### src/hw/rtl/sensor_maf_fir_iir_filter_bank_defines.svh
// Assertion shorthands used by the filter bank top module.
`ifndef SENSOR_MAF_FIR_IIR_FILTER_BANK_DEFINES_SVH
`define SENSOR_MAF_FIR_IIR_FILTER_BANK_DEFINES_SVH

// Same-cycle implication, disabled during reset.
`define SFB_ASSERT_IMP(label, clk, rst, ante, cons, msg) \
  label: assert property (@(posedge clk) disable iff (rst) (ante) |-> (cons)) \
    else $error(msg);

// Next-cycle implication, disabled during reset.
`define SFB_ASSERT_NXT(label, clk, rst, ante, cons, msg) \
  label: assert property (@(posedge clk) disable iff (rst) (ante) |=> (cons)) \
    else $error(msg);

`endif

### src/hw/rtl/sfb_pkg.sv
`timescale 1ns / 1ps

package sfb_pkg;

  // Field widths
  localparam int SAMPLE_BITS = 16;
  localparam int AVG_BITS    = 18;
  localparam int FILT_BITS   = 20;
  localparam int COEF_BITS   = 16;

  // Configuration port
  localparam int NUM_REGS  = 8;
  localparam int CFG_IDX_W = 3;

  localparam logic [CFG_IDX_W-1:0] REG_FF_COEF_0 = 3'd0;
  localparam logic [CFG_IDX_W-1:0] REG_FF_COEF_1 = 3'd1;
  localparam logic [CFG_IDX_W-1:0] REG_FF_COEF_2 = 3'd2;
  localparam logic [CFG_IDX_W-1:0] REG_FF_COEF_3 = 3'd3;
  localparam logic [CFG_IDX_W-1:0] REG_FB_COEF_1 = 3'd4;
  localparam logic [CFG_IDX_W-1:0] REG_FB_COEF_2 = 3'd5;
  localparam logic [CFG_IDX_W-1:0] REG_FB_COEF_3 = 3'd6;
  localparam logic [CFG_IDX_W-1:0] REG_FB_COEF_4 = 3'd7;

  typedef logic signed [SAMPLE_BITS-1:0] sample_t;
  typedef logic signed [AVG_BITS-1:0]    avg_t;
  typedef logic signed [FILT_BITS-1:0]   filt_t;
  typedef logic signed [COEF_BITS-1:0]   coef_t;

  // ff[k]: weight on sample k back; fb[k]: weight on output k+1 back
  typedef struct packed {
    coef_t [3:0] ff;
    coef_t [3:0] fb;
  } coef_set_t;

  // Reset coefficients, Q1.15
  localparam coef_t FF_COEF_0_RST = -16'sd43;
  localparam coef_t FF_COEF_1_RST = 16'sd865;
  localparam coef_t FF_COEF_2_RST = 16'sd5105;
  localparam coef_t FF_COEF_3_RST = 16'sd10460;
  localparam coef_t FB_COEF_1_RST = 16'sd10460;
  localparam coef_t FB_COEF_2_RST = 16'sd5105;
  localparam coef_t FB_COEF_3_RST = 16'sd865;
  localparam coef_t FB_COEF_4_RST = -16'sd43;

  // Fixed FIR taps, Q1.15 (0.0350 outer, 0.4650 inner)
  localparam coef_t FIR_OUTER = 16'sd1147;
  localparam coef_t FIR_INNER = 16'sd15237;

  // Rounding to two fraction bits
  localparam int FIR_ROUND = 4096;
  localparam int FIR_SHIFT = 13;
  localparam int IIR_ROUND = 16384;
  localparam int IIR_SHIFT = 15;

endpackage

### src/hw/rtl/sfb_fir_avg.sv
`timescale 1ns / 1ps

module sfb_fir_avg
  import sfb_pkg::*;
(
  input  sample_t [3:0] x,     // x[0] newest
  output avg_t          avg,
  output filt_t         fir
);

  localparam int AVG_SUM_W = (SAMPLE_BITS + 2 > AVG_BITS) ? SAMPLE_BITS + 2 : AVG_BITS;
  localparam int PAIR_W    = SAMPLE_BITS + 1;
  localparam int PROD_W    = PAIR_W + COEF_BITS;
  localparam int FIR_ACC_W = PROD_W + 1;

  localparam logic signed [AVG_SUM_W-1:0] AVG_MAX =
    {{(AVG_SUM_W - AVG_BITS + 1){1'b0}}, {(AVG_BITS - 1){1'b1}}};
  localparam logic signed [AVG_SUM_W-1:0] AVG_MIN = ~AVG_MAX;
  localparam logic signed [FIR_ACC_W-1:0] FIR_MAX =
    {{(FIR_ACC_W - FILT_BITS + 1){1'b0}}, {(FILT_BITS - 1){1'b1}}};
  localparam logic signed [FIR_ACC_W-1:0] FIR_MIN = ~FIR_MAX;

  logic signed [AVG_SUM_W-1:0] avg_sum;
  logic signed [PAIR_W-1:0]    pair_outer;
  logic signed [PAIR_W-1:0]    pair_inner;
  logic signed [PROD_W-1:0]    prod_outer;
  logic signed [PROD_W-1:0]    prod_inner;
  logic signed [FIR_ACC_W-1:0] fir_acc;
  logic signed [FIR_ACC_W-1:0] fir_scaled;

  // Four-sample sum, saturated
  always_comb begin
    avg_sum = AVG_SUM_W'(x[0]) + AVG_SUM_W'(x[1]) + AVG_SUM_W'(x[2]) + AVG_SUM_W'(x[3]);
    if (avg_sum > AVG_MAX)      avg = AVG_MAX[AVG_BITS-1:0];
    else if (avg_sum < AVG_MIN) avg = AVG_MIN[AVG_BITS-1:0];
    else                        avg = avg_sum[AVG_BITS-1:0];
  end

  // Symmetric taps: fold pairs, then one multiply per pair
  always_comb begin
    pair_outer = PAIR_W'(x[0]) + PAIR_W'(x[3]);
    pair_inner = PAIR_W'(x[1]) + PAIR_W'(x[2]);
    prod_outer = pair_outer * FIR_OUTER;
    prod_inner = pair_inner * FIR_INNER;
    fir_acc    = FIR_ACC_W'(prod_outer) + FIR_ACC_W'(prod_inner)
               + FIR_ACC_W'(FIR_ROUND);
    fir_scaled = fir_acc >>> FIR_SHIFT;
    if (fir_scaled > FIR_MAX)      fir = FIR_MAX[FILT_BITS-1:0];
    else if (fir_scaled < FIR_MIN) fir = FIR_MIN[FILT_BITS-1:0];
    else                           fir = fir_scaled[FILT_BITS-1:0];
  end

endmodule

### config.mk
export PLATFORM = sky130hd
export DESIGN_NAME = sfb_fir_avg
export DESIGN_NICKNAME = d
export VERILOG_FILES = /design/src/hw/rtl/sensor_maf_fir_iir_filter_bank_defines.svh /design/src/hw/rtl/sfb_pkg.sv /design/src/hw/rtl/sfb_fir_avg.sv
export SDC_FILE = /design/constraint.sdc
export NUM_CORES = 1
export LEC_CHECK = 0
export BUFFER_PORTS_ARGS = -buffer_cell sky130_fd_sc_hd__buf_2
export CORE_MARGIN = 3
export CORE_UTILIZATION = 62
export DETAILED_ROUTE_END_ITERATION = 8
export PLACE_DENSITY = 0.87
export SLEW_MARGIN = 20
export SYNTH_ARGS = -nofsm -noshare
export SYNTH_HDL_FRONTEND = slang
export SYNTH_SLANG_ARGS = --single-unit
### constraint.sdc
create_clock -name vclk -period 24.4
set_input_delay 4.88 -clock vclk [all_inputs]
set_output_delay 4.88 -clock vclk [all_outputs]
set_load 0.01 [all_outputs]
==> flow_summary.json <==
{
  "die_area_um2": 21400,
  "synthesis.instances": 1273,
  "hp-class": "input pin to output port",
  "rows": 50,
  "ys_types": 60,
  "fillers": 1481,
  "crit_path_max_fanout": 17,
  "n_antenna_cell": 0,
  "min_period_ps": 19210,
  "grt_pass1_wl_um": 45900,
  "crit_path_end_kind": "output port",
  "wl_per_cell_um": 16.7,
  "gp_congestion": 0.983,
  "critPathLaunch": "x[16]",
  "nFlopsAndLatches": 0,
  "ant_nets": 0,
  "grt_remaining_overflow": 0,
  "dr.first_iter.drc_count": 429,
  "dp_hpwl_um": 25500,
  "finalMaxSlewViolations": 0,
  "ctsResizeCount": 0,
  "synth_fp_nets": 1843,
  "hold_buffers": 0,
  "core_area_um2": 19000,
  "finalSetupViolations": 0,
  "crit_slowest_cell": "nor2_1",
  "placement.io_buffers": 102,
  "syn_to_final_growth_pct": 6.92,
  "post-route-period-util": 0.787,
  "die_y_um": 146,
  "synthXorXnorAreaFrac": 0.0645,
  "synth_compound_area_frac": 0.0943,
  "vias": 9012,
  "min_from": "x[48]",
  "cp_data_arrival_time_ps": 14330,
  "start_util": 0.642,
  "tns_ps": 0,
  "required_ps": 19520,
  "multiInputGateArea_um2": 10800,
  "postRouteWirelength_um": 27300,
  "viasPerCell": 5.52,
  "path_class": "input pin to output port",
  "maxSlewHeadroom": 0.342,
  "synthAdderAreaFrac": 0.672,
  "ys_seq_area_frac": 0,
  "die_w_um": 146,
  "synth_top_family_by_area": "adder cells",
  "drive_above_1_share": 0.0948,
  "final_nets": 1944,
  "path_common_cell": "fa_1",
  "cts_setup_buffers": 0,
  "antenna_found_initial": 0,
  "drc": 0,
  "slowest_delay_ps": 770,
  "crit_path_start_kind": "input pin",
  "tightestPinTransition_ps": 984,
  "grt_usage": 0.259,
  "dr.pass1.iters": 6,
  "seq_area_um2": 0,
  "hold_violations": 0,
  "status": "finished clean",
  "pin_count": 102,
  "grt_pass1_vias": 9928,
  "yosysWarnings": 0,
  "synth.area.mux_share": 0.000820,
  "syn_area_um2": 12200,
  "yosys.area_share.simple": 0.0559,
  "nClkBuffers": 0,
  "drv_cap": 0,
  "max_freq_mhz": 52.1,
  "rsz0062_at_grt": "no",
  "avgSynthCellArea_um2": 9.59,
  "grt_max_degree": 18
}
## cells by family (layout without fill, tap and decap cells)
family / count (synthesis) / after routing
AOI/OAI and AO/OA: 174 / 174
xor gates and xnor gates: 89 / 89
adders and majority gates: 508 / 508
buffers and inverters: 364 / 463
muxes: 1 / 1
other: 2 / 2
and+or+nand+nor: 135 / 135
## critical path: cells and delay by family
family | cells | cell delay (ps)
xor+xnor | 3 | 830
fa+ha+maj | 9 | 3970
buf+inv | 6 | 660
simple gates | 5 | 1320
compound gates | 12 | 2620
## per-stage QoR
step | hold slack (ps) | cell area [um^2] | setup WS (ps) | std cells | utilization
2_1_floorplan | 9990 | 12200 | 6710 | 1273 | -
3_3_place_gp | 10080 | 13000 | 5650 | 1632 | 0.686
3_5_place_dp | 10090 | 13000 | 5310 | 1632 | 0.686
4_1_cts | 10090 | 13000 | 5280 | 1632 | 0.686
5_1_grt | 10100 | 13000 | 4540 | 1632 | 0.686
6_report | 10080 | 13000 | 5190 | 1632 | 0.686
## cell usage after synthesis (3+ instances only)
master | number | area share
o31ai_1 | 4 | 0.0025
nor2_1 | 30 | 0.0092
o21a_1 | 4 | 0.0025
nand3_1 | 12 | 0.0049
nor3_1 | 14 | 0.0057
and3_1 | 5 | 0.0026
o21bai_1 | 7 | 0.0043
inv_1 | 353 | 0.11
a21oi_1 | 55 | 0.023
a211o_1 | 3 | 0.0022
nand2_1 | 31 | 0.0095
a211oi_1 | 3 | 0.0018
nand4_1 | 7 | 0.0036
xnor2_1 | 52 | 0.037
xor2_1 | 36 | 0.026
o21ai_0 | 28 | 0.011
and2_1 | 6 | 0.0031
ha_1 | 260 | 0.27
or3_1 | 6 | 0.0031
nand2b_1 | 6 | 0.0031
or2_2 | 5 | 0.0026
fa_1 | 246 | 0.40
clkbuf_1 | 7 | 0.0022
nor2b_1 | 7 | 0.0036
o21ai_1 | 6 | 0.0025
a21o_1 | 33 | 0.020
## placed cells by master, fill, tap and decap left out, drive strengths merged, types with 3 or more instances in the layout
master  Yosys  layout
ha        260     260
nor2       30      30
nor2b       7       7
xnor2      52      52
nand2      32      32
a211o       3       3
and2        6       6
a21o       33      33
nor3       14      14
nand3      14      14
nand4       7       7
o21bai      7       7
or2         5       5
xor2       37      37
or3         7       7
and3        5       5
inv       355     355
a21oi      57      57
a211oi      5       5
nand2b      6       6
o31ai       4       4
o21ai      34      34
buf         2     108
o21a        4       4
fa        246     246
a31o        3       3
## cell type report
type                            count  share of cell area
Inverter                          355               0.102
Multi-Input combinational cell    909               0.830
Tap cell                          260              0.0249
Timing Repair Buffer              108              0.0426
## per-layer routing
metal | vias to the layer above | global-route usage | share of wire | routed length [um]
met3 | 42 | 0.0152 | 0.043 | 1170
li1 | 4216 | - | - | -
met5 | - | 0 | 0 | 0
met2 | 235 | 0.491 | 0.54 | 14800
met1 | 4519 | 0.325 | 0.39 | 10600
met4 | 0 | 0.0611 | 0.027 | 746
## final timing paths
kind / depth (start not counted) / endpoint / slack (ps)
worst max-delay path: 35 / fir[2] / 5190
worst min-delay path: 3 / avg[0] / 10080
Power is not shown: default switching activity piles up to over one toggle a cycle in this logic, so the estimate is an artifact.
