<file path="config.mk">
export PLATFORM = sky130hd
export DESIGN_NAME = sfb_cfg_regs
export DESIGN_NICKNAME = d
export VERILOG_FILES = /design/src/hw/rtl/sensor_maf_fir_iir_filter_bank_defines.svh /design/src/hw/rtl/sfb_pkg.sv /design/src/hw/rtl/sfb_cfg_regs.sv
export SDC_FILE = /design/constraint.sdc
export NUM_CORES = 1
export LEC_CHECK = 0
export BUFFER_PORTS_ARGS = -buffer_cell sky130_fd_sc_hd__buf_2
export CELL_PAD_IN_SITES_DETAIL_PLACEMENT = 0
export CELL_PAD_IN_SITES_GLOBAL_PLACEMENT = 2
export CORE_ASPECT_RATIO = 1.2
export CORE_MARGIN = 3
export CORE_UTILIZATION = 34
export CTS_CLUSTER_SIZE = 10
export DETAILED_ROUTE_END_ITERATION = 10
export HOLD_SLACK_MARGIN = 0.03
export PLACE_DENSITY_LB_ADDON = 0.1
export SETUP_SLACK_MARGIN = 0.5
export SLEW_MARGIN = 20
export SYNTH_ARGS = -nofsm -noshare
export SYNTH_HDL_FRONTEND = slang
export SYNTH_SLANG_ARGS = --single-unit
</file>
<file path="constraint.sdc">
create_clock -name clk -period 2.1 [get_ports clk]
set_input_delay 0.105 -clock clk [delete_from_list [all_inputs] [get_ports clk]]
set_output_delay 0.105 -clock clk [all_outputs]
set_load 0.02 [all_outputs]
</file>
<file path="src/hw/rtl/sensor_maf_fir_iir_filter_bank_defines.svh">
// Assertion shorthands used by the filter bank top module.
`ifndef SENSOR_MAF_FIR_IIR_FILTER_BANK_DEFINES_SVH
`define SENSOR_MAF_FIR_IIR_FILTER_BANK_DEFINES_SVH

// Same-cycle implication, disabled during reset.
`define SFB_ASSERT_IMP(label, clk, rst, ante, cons, msg) \
  label: assert property (@(posedge clk) disable iff (rst) (ante) |-> (cons)) \
    else $error(msg);

// Next-cycle implication, disabled during reset.
`define SFB_ASSERT_NXT(label, clk, rst, ante, cons, msg) \
  label: assert property (@(posedge clk) disable iff (rst) (ante) |=> (cons)) \
    else $error(msg);

`endif

</file>
<file path="src/hw/rtl/sfb_pkg.sv">
`timescale 1ns / 1ps

package sfb_pkg;

  // Field widths
  localparam int SAMPLE_BITS = 16;
  localparam int AVG_BITS    = 18;
  localparam int FILT_BITS   = 20;
  localparam int COEF_BITS   = 16;

  // Configuration port
  localparam int NUM_REGS  = 8;
  localparam int CFG_IDX_W = 3;

  localparam logic [CFG_IDX_W-1:0] REG_FF_COEF_0 = 3'd0;
  localparam logic [CFG_IDX_W-1:0] REG_FF_COEF_1 = 3'd1;
  localparam logic [CFG_IDX_W-1:0] REG_FF_COEF_2 = 3'd2;
  localparam logic [CFG_IDX_W-1:0] REG_FF_COEF_3 = 3'd3;
  localparam logic [CFG_IDX_W-1:0] REG_FB_COEF_1 = 3'd4;
  localparam logic [CFG_IDX_W-1:0] REG_FB_COEF_2 = 3'd5;
  localparam logic [CFG_IDX_W-1:0] REG_FB_COEF_3 = 3'd6;
  localparam logic [CFG_IDX_W-1:0] REG_FB_COEF_4 = 3'd7;

  typedef logic signed [SAMPLE_BITS-1:0] sample_t;
  typedef logic signed [AVG_BITS-1:0]    avg_t;
  typedef logic signed [FILT_BITS-1:0]   filt_t;
  typedef logic signed [COEF_BITS-1:0]   coef_t;

  // ff[k]: weight on sample k back; fb[k]: weight on output k+1 back
  typedef struct packed {
    coef_t [3:0] ff;
    coef_t [3:0] fb;
  } coef_set_t;

  // Reset coefficients, Q1.15
  localparam coef_t FF_COEF_0_RST = -16'sd43;
  localparam coef_t FF_COEF_1_RST = 16'sd865;
  localparam coef_t FF_COEF_2_RST = 16'sd5105;
  localparam coef_t FF_COEF_3_RST = 16'sd10460;
  localparam coef_t FB_COEF_1_RST = 16'sd10460;
  localparam coef_t FB_COEF_2_RST = 16'sd5105;
  localparam coef_t FB_COEF_3_RST = 16'sd865;
  localparam coef_t FB_COEF_4_RST = -16'sd43;

  // Fixed FIR taps, Q1.15 (0.0350 outer, 0.4650 inner)
  localparam coef_t FIR_OUTER = 16'sd1147;
  localparam coef_t FIR_INNER = 16'sd15237;

  // Rounding to two fraction bits
  localparam int FIR_ROUND = 4096;
  localparam int FIR_SHIFT = 13;
  localparam int IIR_ROUND = 16384;
  localparam int IIR_SHIFT = 15;

endpackage

</file>
<file path="src/hw/rtl/sfb_cfg_regs.sv">
`timescale 1ns / 1ps

module sfb_cfg_regs
  import sfb_pkg::*;
(
  input  logic                 clk,
  input  logic                 rst,
  input  logic                 we,
  input  logic [CFG_IDX_W-1:0] index,
  input  coef_t                data,
  output coef_set_t            coefs
);

  // Coefficient register file
  always_ff @(posedge clk) begin
    if (rst) begin
      coefs.ff[0] <= FF_COEF_0_RST;
      coefs.ff[1] <= FF_COEF_1_RST;
      coefs.ff[2] <= FF_COEF_2_RST;
      coefs.ff[3] <= FF_COEF_3_RST;
      coefs.fb[0] <= FB_COEF_1_RST;
      coefs.fb[1] <= FB_COEF_2_RST;
      coefs.fb[2] <= FB_COEF_3_RST;
      coefs.fb[3] <= FB_COEF_4_RST;
    end else if (we) begin
      unique case (index)
        REG_FF_COEF_0: coefs.ff[0] <= data;
        REG_FF_COEF_1: coefs.ff[1] <= data;
        REG_FF_COEF_2: coefs.ff[2] <= data;
        REG_FF_COEF_3: coefs.ff[3] <= data;
        REG_FB_COEF_1: coefs.fb[0] <= data;
        REG_FB_COEF_2: coefs.fb[1] <= data;
        REG_FB_COEF_3: coefs.fb[2] <= data;
        REG_FB_COEF_4: coefs.fb[3] <= data;
        default: ;
      endcase
    end
  end

endmodule

</file>
==> run summary <==
The share of the synthesized netlist area taken by xor and xnor gates is 0%. The slack of the worst reg-to-reg path came out at 1.44 ns. The H-tree was split into 4 levels.

The horizontal die dimension is ~120 um. The number of enable-type register cells in the synthesized netlist is 0. The startpoint-to-endpoint class of the critical path is in2reg. The number of distinct library cells after synthesis came out at 16.

The number of stages on the worst hold path is 3. The mean area per synthesized cell came out at 10.67 um2. In the final layout, the share of cells above drive strength 1 is between 30 and 40%. The clock tree buffer depth is 2. The final critical-path required period came out at between 1 and 1.5 ns. For the pin with the worst max-slew slack, the measured transition is 0.7505 ns. The via density per instance came out at between 4 and 5. The path with the worst hold slack has its endpoint at coefs[98].

The required time of the worst setup path came out at 2.36 ns. The tree is rooted in a clkbuf_16. The number of nets in the layout is between 600 and 700. The worst setup margin came out at 0.9853 ns.

The area share of fa/ha/maj cells after synthesis is 0%. VDD sags by at most 0.0004561 V. Excluding fillers, the count of instances in the completed layout stands at between 700 and 800. The register with the most flip-flops in the layout has approximately 130 of them.

In this run the worst hold path is classified as in2reg. The number of warnings reported in the yosys synthesis log came out at 0. After routing, the total negative slack on setup checks comes to 0 ns. The count of input and output buffers is around 150. Setup repair after global routing left no endpoint under its margin. The worst-case headroom to the max-slew limit is 49.96%. For this run, the leading register cell type out of synthesis is dfxtp_1. In the finished design, the share of the clock period the worst path needs comes to a little over half. STA classifies the critical path startpoint as an input port.

The post-synthesis compound-gate area fraction is 0%. The final wirelength is between 10 and 15 mm. The number of global-route vias before repair came to between 3000 and 4000. Measured on the finished design, the core utilization comes to a little under half. The residual overflow from global routing came out at 0. The floorplan has between 40 and 50 rows.

The number of clock sinks is around 130. The flow ran to the end, and the final reports show no timing, DRC or antenna violations. The gate count after technology mapping is between 400 and 500. The cell area after synthesis is between 4000 and 5000 um2. The remaining antenna violation count after routing came out at 0. The number of clock buffers inserted by TritonCTS came out at 17. The commonest cells after synthesis are dfxtp_1 (128), mux2i_1 (128), nor2_1 (81). The largest net degree at the start of global routing is 89.

The combinational family with the most area after synthesis is multiplexers. The synthesized netlist net count came out at 483. Across all layers, the routed design uses roughly 3700 vias. The max-cap check violation count came out at 0.

The category of the worst setup path capture point is a flop. The total placed cells including tap cells is 757. After synthesis, the largest area contributor takes up 52.10% of total cell area. The static leakage is 0.003304 uW.

The starting density of the core is roughly a third. Buffers added to address setup during post-CTS repair amount to 0. The worst register-to-register path ends at coefs[110]. In the routed design, unresolved DRC markers number 0. The mux contribution to synthesized area came out at a little over a quarter. The global router's overall resource usage is between 15 and 20%. The share of synthesized flip-flops with an asynchronous set or reset is 0%. The worst slack after detailed placement came out at between 0.6 and 0.7 ns.

The number of DRC markers after the initial detailed-route iteration is about 190. TritonCTS built the clock tree. The detail-routed net length per standard cell is 17.48 um. The power per cell area came out at approximately 940 nW/um2. The depth of the worst register-to-register path is 2. The startpoint identified for the worst register-to-register timing path is coefs[110]. The final max-slew violation count is 0.

The final count of negative-setup-slack endpoints came out at 0. The height of the chip came out at 137.8 um. The final hold violation count came out at 0. The simple logic cell fraction of the synthesized area came out at between 10% and 20%. 150 I/O pins were placed. The final weighted congestion in routability-driven placement is about 0.70. The worst hold path begins at data[2]. The clock latency reported for the late side of the worst-skew pair is between 0.4 and 0.5 ns.

Once detailed placement completed, the half-perimeter wirelength came to 9.697 mm. The iteration count of the initial detailed-routing pass came out at 4. Timing would allow up to 0.8971 GHz. The largest fanout of any net on the critical path came out at 6. The count of antenna diodes in the layout is 0. The first-pass GRT wire length came out at approximately 21 mm. The worst clock skew on the final layout is 0 ns.

Clock-pin slew was measured on the worst setup and hold paths at roughly 0.05 ns. Sorting the synthesized cells by area gives the leading types as dfxtp_1 (52%), mux2i_1 (26%), nand2b_1 (9.8%), nor2_1 (6.2%), clkbuf_1 (1.5%). The synthesized flop and latch total came out at 128. The largest area contributor in the netlist is dfxtp_1. After layout, the design draws a total of ~6200 uW.

The initial antenna violation count was 0. The placeable core region is about 14000 um2. Sequential elements use a little over half of the synthesized area. For the worst setup path, the data arrival time is about 1.4 ns. Relative to the synthesized area, the layout overhead comes to 33.50%. The die covers around 16000 um2.
cell type report:
| type | instances | area, um2 |
|---|---|---|
| clock inverter | 11 | 182.7 |
| sequential | 128 | 2562 |
| tap | 171 | 214.0 |
| multi-input combinational | 296 | 2181 |
| timing repair buffer | 172 | 945.9 |
| fill | 1377 | 7430 |
| clock buffer | 21 | 480.5 |
cells by family after synthesis:
| family | after synthesis |
|---|---|
| flip-flops | 128 |
| buffers and inverters | 37 |
| AND/OR/NAND/NOR | 168 |
| multiplexers | 128 |
stage by stage:
stage / hold WS (ns) / area, um2
6_report: 0.06048 / 6566
5_1_grt: 0.05583 / 6566
4_1_cts: 0.03526 / 6566
3_5_place_dp: 0.4208 / 5803
3_3_place_gp: 0.3980 / 5803
2_1_floorplan: 0.2760 / 4918
cell usage in the layout, fill, tap and decap left out, drive strengths merged:
master,Yosys,final
clkinv,0,5
dlygate4sd3,0,10
nand2b,77,77
nor4bb,2,2
nor2,81,81
or4b,1,1
dfxtp,128,128
nand4,1,1
bufinv,0,5
buf,18,162
and4b,1,1
mux2i,128,128
clkbuf,19,21
nand4bb,2,2
clkinvlp,0,1
nand4b,3,3
what timing repair did:
action                    in CTS  in global routing
hold endpoints to repair      21                  0
gates resized for setup        0                  0
hold buffers                  10                  0
critical path, stage by stage:
cell and delay, ns:
dlygate4sd3_1 0.53, buf_2 0.13, nor2_1 0.44, mux2i_1 0.16
metal layers:
metal / up-vias / routed length (um) / GRT usage, %
li1: 1826 / - / -
met1: 1777 / 6370 / 22.58
met2: 100 / 6532 / 27.74
met3: 14 / 901 / 5.931
met4: 0 / 164 / 6.190
met5: - / 0 / 0
worst max path at each step:
stage / start / to / slack [ns]
final: data[9] / coefs[89] / 0.99
after global routing: data[9] / coefs[89] / 0.90
after CTS: data[9] / coefs[89] / 0.94
after detailed placement: rst / coefs[67] / 0.60
after global placement: rst / coefs[67] / 0.63
after floorplan: index[1] / coefs[70] / 0.82
report_power, final:
group          leakage, uW  internal, uW  total (uW)  switching (uW)
sequential         0.00104          2480        2510            29.2
clock             0.000329          2220        3270            1050
combinational      0.00194           161         418             257
total              0.00330          4870        6200            1340
Note: power is estimated with default switching activity, not from simulation.
